$ cat src/sv/sha512_pkg.sv
package sha512_pkg;

    localparam int COUNT_BITS = 64;

    localparam logic [63:0] INIT_512 [8] = '{
        64'h6a09e667f3bcc908, 64'hbb67ae8584caa73b, 64'h3c6ef372fe94f82b, 64'ha54ff53a5f1d36f1,
        64'h510e527fade682d1, 64'h9b05688c2b3e6c1f, 64'h1f83d9abfb41bd6b, 64'h5be0cd19137e2179};
    localparam logic [63:0] INIT_384 [8] = '{
        64'hcbbb9d5dc1059ed8, 64'h629a292a367cd507, 64'h9159015a3070dd17, 64'h152fecd8f70e5939,
        64'h67332667ffc00b31, 64'h8eb44a8768581511, 64'hdb0c2e0d64f98fa7, 64'h47b5481dbefa4fa4};
    localparam logic [63:0] ROUND_K [80] = '{
        64'h428a2f98d728ae22, 64'h7137449123ef65cd, 64'hb5c0fbcfec4d3b2f, 64'he9b5dba58189dbbc,
        64'h3956c25bf348b538, 64'h59f111f1b605d019, 64'h923f82a4af194f9b, 64'hab1c5ed5da6d8118,
        64'hd807aa98a3030242, 64'h12835b0145706fbe, 64'h243185be4ee4b28c, 64'h550c7dc3d5ffb4e2,
        64'h72be5d74f27b896f, 64'h80deb1fe3b1696b1, 64'h9bdc06a725c71235, 64'hc19bf174cf692694,
        64'he49b69c19ef14ad2, 64'hefbe4786384f25e3, 64'h0fc19dc68b8cd5b5, 64'h240ca1cc77ac9c65,
        64'h2de92c6f592b0275, 64'h4a7484aa6ea6e483, 64'h5cb0a9dcbd41fbd4, 64'h76f988da831153b5,
        64'h983e5152ee66dfab, 64'ha831c66d2db43210, 64'hb00327c898fb213f, 64'hbf597fc7beef0ee4,
        64'hc6e00bf33da88fc2, 64'hd5a79147930aa725, 64'h06ca6351e003826f, 64'h142929670a0e6e70,
        64'h27b70a8546d22ffc, 64'h2e1b21385c26c926, 64'h4d2c6dfc5ac42aed, 64'h53380d139d95b3df,
        64'h650a73548baf63de, 64'h766a0abb3c77b2a8, 64'h81c2c92e47edaee6, 64'h92722c851482353b,
        64'ha2bfe8a14cf10364, 64'ha81a664bbc423001, 64'hc24b8b70d0f89791, 64'hc76c51a30654be30,
        64'hd192e819d6ef5218, 64'hd69906245565a910, 64'hf40e35855771202a, 64'h106aa07032bbd1b8,
        64'h19a4c116b8d2d0c8, 64'h1e376c085141ab53, 64'h2748774cdf8eeb99, 64'h34b0bcb5e19b48a8,
        64'h391c0cb3c5c95a63, 64'h4ed8aa4ae3418acb, 64'h5b9cca4f7763e373, 64'h682e6ff3d6b2b8a3,
        64'h748f82ee5defb2fc, 64'h78a5636f43172f60, 64'h84c87814a1f0ab72, 64'h8cc702081a6439ec,
        64'h90befffa23631e28, 64'ha4506cebde82bde9, 64'hbef9a3f7b2c67915, 64'hc67178f2e372532b,
        64'hca273eceea26619c, 64'hd186b8c721c0c207, 64'heada7dd6cde0eb1e, 64'hf57d4f7fee6ed178,
        64'h06f067aa72176fba, 64'h0a637dc5a2c898a6, 64'h113f9804bef90dae, 64'h1b710b35131c471b,
        64'h28db77f523047d84, 64'h32caab7b40c72493, 64'h3c9ebe0a15c9bebc, 64'h431d67c49c100d4c,
        64'h4cc5d4becb3e42b6, 64'h597f299cfc657e2a, 64'h5fcb6fab3ad6faec, 64'h6c44198c4a475817};

    // Byte source selected for the buffer write.
    localparam logic [1:0] SRC_DATA = 2'd0;
    localparam logic [1:0] SRC_PAD  = 2'd1;
    localparam logic [1:0] SRC_ZERO = 2'd2;
    localparam logic [1:0] SRC_LEN  = 2'd3;

    typedef struct packed {
        logic       init_hash;
        logic       clear_fill;
        logic       buf_wr;
        logic [1:0] buf_src;
        logic       count_inc;
        logic       comp_start;
        logic       out_load;
        logic       out_step;
    } sha_cmd_t;

    typedef struct packed {
        logic [7:0] fill;
        logic       comp_busy;
        logic       out_done;
    } sha_stat_t;

    function automatic logic [63:0] rotr(input logic [63:0] x, input int r);
        rotr = (x >> r) | (x << (64 - r));
    endfunction

endpackage

$ cat src/sv/sha512_ctrl.sv
module sha512_ctrl (
    input  logic                  aclk,
    input  logic                  aresetn,
    input  logic                  s_valid,
    output logic                  s_ready,
    input  logic                  s_byte_valid,
    input  logic                  s_message_end,
    input  logic                  m_ready,
    output logic                  m_valid,
    input  sha512_pkg::sha_stat_t stat,
    output sha512_pkg::sha_cmd_t  cmd
);
    import sha512_pkg::*;

    localparam logic [2:0] ST_IN    = 3'd0;
    localparam logic [2:0] ST_COMP  = 3'd1;
    localparam logic [2:0] ST_WAIT  = 3'd2;
    localparam logic [2:0] ST_PAD   = 3'd3;
    localparam logic [2:0] ST_FILL  = 3'd4;
    localparam logic [2:0] ST_OUT   = 3'd5;

    logic [2:0] state_reg, state_next;
    logic       open_reg, open_next;
    logic       closing_reg, closing_next;
    logic       tail_reg, tail_next;
    logic       acc;

    assign s_ready = (state_reg == ST_IN);
    assign m_valid = (state_reg == ST_OUT);
    assign acc     = s_valid && s_ready;

    always_comb begin
        state_next   = state_reg;
        open_next    = open_reg;
        closing_next = closing_reg;
        tail_next    = tail_reg;
        cmd          = '0;
        unique case (state_reg)
            ST_IN: begin
                if (acc) begin
                    if (!open_reg) begin
                        cmd.init_hash  = 1'b1;
                        cmd.clear_fill = 1'b1;
                        open_next      = 1'b1;
                    end
                    closing_next = s_message_end;
                    if (s_byte_valid) begin
                        cmd.buf_wr    = 1'b1;
                        cmd.buf_src   = SRC_DATA;
                        cmd.count_inc = 1'b1;
                        state_next    = ST_COMP;
                    end else if (s_message_end) begin
                        state_next = ST_PAD;
                    end
                end
            end
            ST_COMP: begin
                if (stat.fill == 8'd128) begin
                    cmd.comp_start = 1'b1;
                    state_next     = ST_WAIT;
                end else begin
                    state_next = closing_reg ? ST_PAD : ST_IN;
                end
            end
            ST_WAIT: begin
                if (!stat.comp_busy) begin
                    cmd.clear_fill = 1'b1;
                    if (!closing_reg) begin
                        state_next = ST_IN;
                    end else if (open_reg) begin
                        state_next = ST_PAD;
                    end else if (!tail_reg) begin
                        tail_next  = 1'b1;
                        state_next = ST_FILL;
                    end else begin
                        cmd.out_load = 1'b1;
                        state_next   = ST_OUT;
                    end
                end
            end
            ST_PAD: begin
                cmd.buf_wr  = 1'b1;
                cmd.buf_src = SRC_PAD;
                open_next   = 1'b0;
                tail_next   = (stat.fill < 8'd112);
                state_next  = ST_FILL;
            end
            ST_FILL: begin
                if (stat.fill == 8'd128) begin
                    cmd.comp_start = 1'b1;
                    state_next     = ST_WAIT;
                end else begin
                    cmd.buf_wr  = 1'b1;
                    cmd.buf_src = (tail_reg && stat.fill >= 8'd112) ? SRC_LEN : SRC_ZERO;
                end
            end
            ST_OUT: begin
                if (m_ready) begin
                    cmd.out_step = 1'b1;
                    if (stat.out_done) state_next = ST_IN;
                end
            end
            default: state_next = ST_IN;
        endcase
    end

    always_ff @(posedge aclk) begin
        if (!aresetn) begin
            state_reg   <= ST_IN;
            open_reg    <= 1'b0;
            closing_reg <= 1'b0;
            tail_reg    <= 1'b0;
        end else begin
            state_reg   <= state_next;
            open_reg    <= open_next;
            closing_reg <= closing_next;
            tail_reg    <= tail_next;
        end
    end
endmodule

$ cat config.mk
export PLATFORM = sky130hd
export DESIGN_NAME = sha512_ctrl
export DESIGN_NICKNAME = d
export VERILOG_FILES = /design/src/sv/sha512_pkg.sv /design/src/sv/sha512_ctrl.sv
export SDC_FILE = /design/constraint.sdc
export NUM_CORES = 1
export LEC_CHECK = 0
export ABC_AREA = 1
export CORE_AREA = 2 2 39 41
export DETAILED_ROUTE_END_ITERATION = 10
export DIE_AREA = 0 0 41 43
export DONT_BUFFER_PORTS = 1
export PLACE_DENSITY_LB_ADDON = 0.05
export SYNTH_ARGS = -nofsm -noshare
export SYNTH_HDL_FRONTEND = slang
export SYNTH_SLANG_ARGS = --single-unit
$ cat constraint.sdc
create_clock -name aclk -period 1.6 [get_ports aclk]
set_clock_uncertainty 0.2 [all_clocks]
set_input_delay 0.32 -clock aclk [delete_from_list [all_inputs] [get_ports aclk]]
set_output_delay 0.32 -clock aclk [all_outputs]
set_load 0.05 [all_outputs]
==> metrics <==
Multi-input gate area 515.5 um2; R2R Path End state_reg[1]; synth top area cells dfxtp_1 22%, inv_1 14%, nand2_1 13%; Fin. Hold Viols 0; top post-synthesis cells by count 21 x inv_1, 19 x nand2_1, 7 x nand3_1; htree depth 1; setup slack at placement -114.6 ps; hold wc startpoint aresetn; initial antenna violation count 0; Tightest Pin Transition ~460 ps; async set or reset register ratio after synthesis 0%; vias roughly 760; Switching Share 49.55%; Final Cycle Share 117.8%; Synth Flop Type dfxtp_1; Placed Instances 137; setup ws final -285.6 ps; Worst setup EP type output port; core footprint 1384 um2; Cell Int Power a little under 1 mW; #FFs+latches synth 6; vias per inst around 5.1; Synth Instances between 90 and 100; # clock sinks 6; CP max stage cell dfxtp_4; post-route insts no fill roughly 150; CTS buffer count 3; Crit path arrival time roughly 1400 ps; VDD IR max 0.001337 V; fmax between 500 and 600 MHz; Max Root-Sink Buffers 2; row count 14; hold crit path type primary input to flip-flop; Setup violations, final 12; layout cells sized above 1 a little over 60%; post-synthesis simple-gate area fraction 48.21%; mux cell area share after synthesis 0%; max incr delay on CP approximately 380 ps; Port Buffers 0; hold endpoint tail_reg; First-pass DRT Iterations 5; reg2reg start state_reg[2]; Synth Area in XOR/XNOR 0%; die width 41 um; Fill cells between 80 and 90; CP Max Fanout 5; largest area contributor in the netlist dfxtp_1; DR iter-0 viols 11; pins over their slew limit 0; Routed Antenna Nets 0; Synth Area in Adders 0%; RSZ-0062 raised after global routing true; Root Buffer clkbuf_4; Design Area, Final 1170 um2; Worst setup SP type flip-flop; IO Pins 27; largest family of logic cells by synthesized area simple AND/OR/NAND/NOR gates; area grow syn2layout 109.6%; Detailed Place HPWL about 1400 um; status finished with violations; routability cong. 0.8958; GRT Util Overall between 20% and 30%; GRT overflow 0; Crit Path Category flip-flop to output port; nets@finish 152; EDFF count, synth 0; Clock transition at path regs 60 ps; diodes inserted 0; CTS tree done; Pleak 0.5164 nW; final wirelength between 2000 and 2500 um; max-cap violations 0; Buf+Inv Stages, Crit Path 1; most used cell, CP nor2_4; Clock Power Share under 10%; DRC Markers 0; total power per unit cell area 1650 nW/um2; failing checks negative setup slack; CP top delay family simple AND/OR/NAND/NOR gates; Post-Syn Area per Cell between 5 and 6 um2; max reg flops 3; die span in y approximately 43 um; post-synthesis sequential area ratio 21.52%; hold path depth 2; r2r setup slk -10 ps; Seq pwr share about 16%; most frequent cell after synthesis inv_1; Routed WL per cell 13.76 um; die area between 1500 and 2000 um2; critical path data required time ~1100 ps; final core occ 84.54%; pin count of the biggest net entering global routing 8; top-area cell type share of the netlist area 21.52%; Distinct cells, synth 22; Synth Warn # 0; first-pass GRT wire length between 3000 and 4000 um; clock latency on the worst-skew pair about 270 ps; combinational group share of total power 75.7%; Slew HR 69.37%; Switch Pwr approximately 0.96 mW; vias in the first global route about 710; cell area after synthesis 558.0 um2; Starting Density 40.33%; Reg2Reg Depth 9; crit path cell chain nor2_4, nand2_4, nor2_4, inv_4, nor2_4, nor2_4, nand2_4; Design Power 1.931 mW; placed inst area ~980 um2; post-layout minimum cycle time between 1500 and 2000 ps; syn_nets between 100 and 150; Synth Area in Compound Gates about 14%; FF+latch area between 100 and 150 um2
## power groups by stage
stage               logic, mW  clock network [mW]  registers, mW
global route             1.55               0.182          0.311
global placement         1.21                   0          0.283
CTS                      1.32               0.176          0.298
finish                   1.46               0.167          0.301
floorplan               0.752                   0          0.288
detailed placement       1.22                   0          0.288
## cell type report
class	instances	area share, %
tap	16	1.711
timing repair buffer	35	31.66
inverter	24	9.305
clock buffer	4	2.246
sequential	6	11.02
multi-input combinational	66	44.06
## cells in the final DEF (no fill, tap or decap), types with 2 or more instances in the layout
cell type,n
buf_4,21
inv_1,13
nand2_1,12
nor2_4,8
nand2_2,8
buf_12,6
buf_6,6
inv_2,5
inv_4,4
nand3_1,4
a21oi_1,4
nand2_4,3
nand4_1,3
o21ai_0,3
nor2_1,3
clkbuf_4,3
dfxtp_1,3
nor3_4,2
nand3_2,2
nand3b_1,2
dfxtp_4,2
## metrics by stage
| stage | setup TNS, ps | hold WS, ps |
|---|---|---|
| global route | -3241 | 7.441 |
| global placement | -174.9 | 237.5 |
| floorplan | -859.9 | 233.1 |
| finish | -2478 | 14.77 |
| CTS | -2558 | 4.086 |
| detailed placement | -290.6 | 238.5 |
## metal layers
layer / part of all wire, % / track usage [%] / vias to the layer above / wire, um
li1: - / - / 380 / -
met4: 1.5 / 10.00 / 0 / 32
met5: 0 / 0 / - / 0
met3: 4.5 / 5.759 / 4 / 93
met2: 56 / 40.63 / 27 / 1161
met1: 38 / 31.60 / 352 / 790
## cell families after synthesis
group / count (synthesis)
flops: 6
compound gates: 13
simple gates: 53
buf+inv: 24
## timing repair
action / 4_1_cts / 5_1_grt
setup endpoints to repair: 11 / 14
endpoints found under the hold margin: 2 / 0
gates resized for setup: 12 / 11
setup buffers: 4 / 7
hold buffers: 1 / 0
pin swaps: 6 / 10
## how the worst max path moves through the flow
stage                 startpoint     end  slack [ps]  cells past startpoint
detailed placement  state_reg[0]  cmd[4]        -110                      4
floorplan           state_reg[2]  cmd[1]        -230                      5
CTS                 state_reg[2]  cmd[4]        -320                      5
global placement    state_reg[0]  cmd[4]        -110                      4
finish              state_reg[1]  cmd[6]        -290                      7
global route        state_reg[2]  cmd[4]        -360                      5
(Power assumes the default switching activity.)
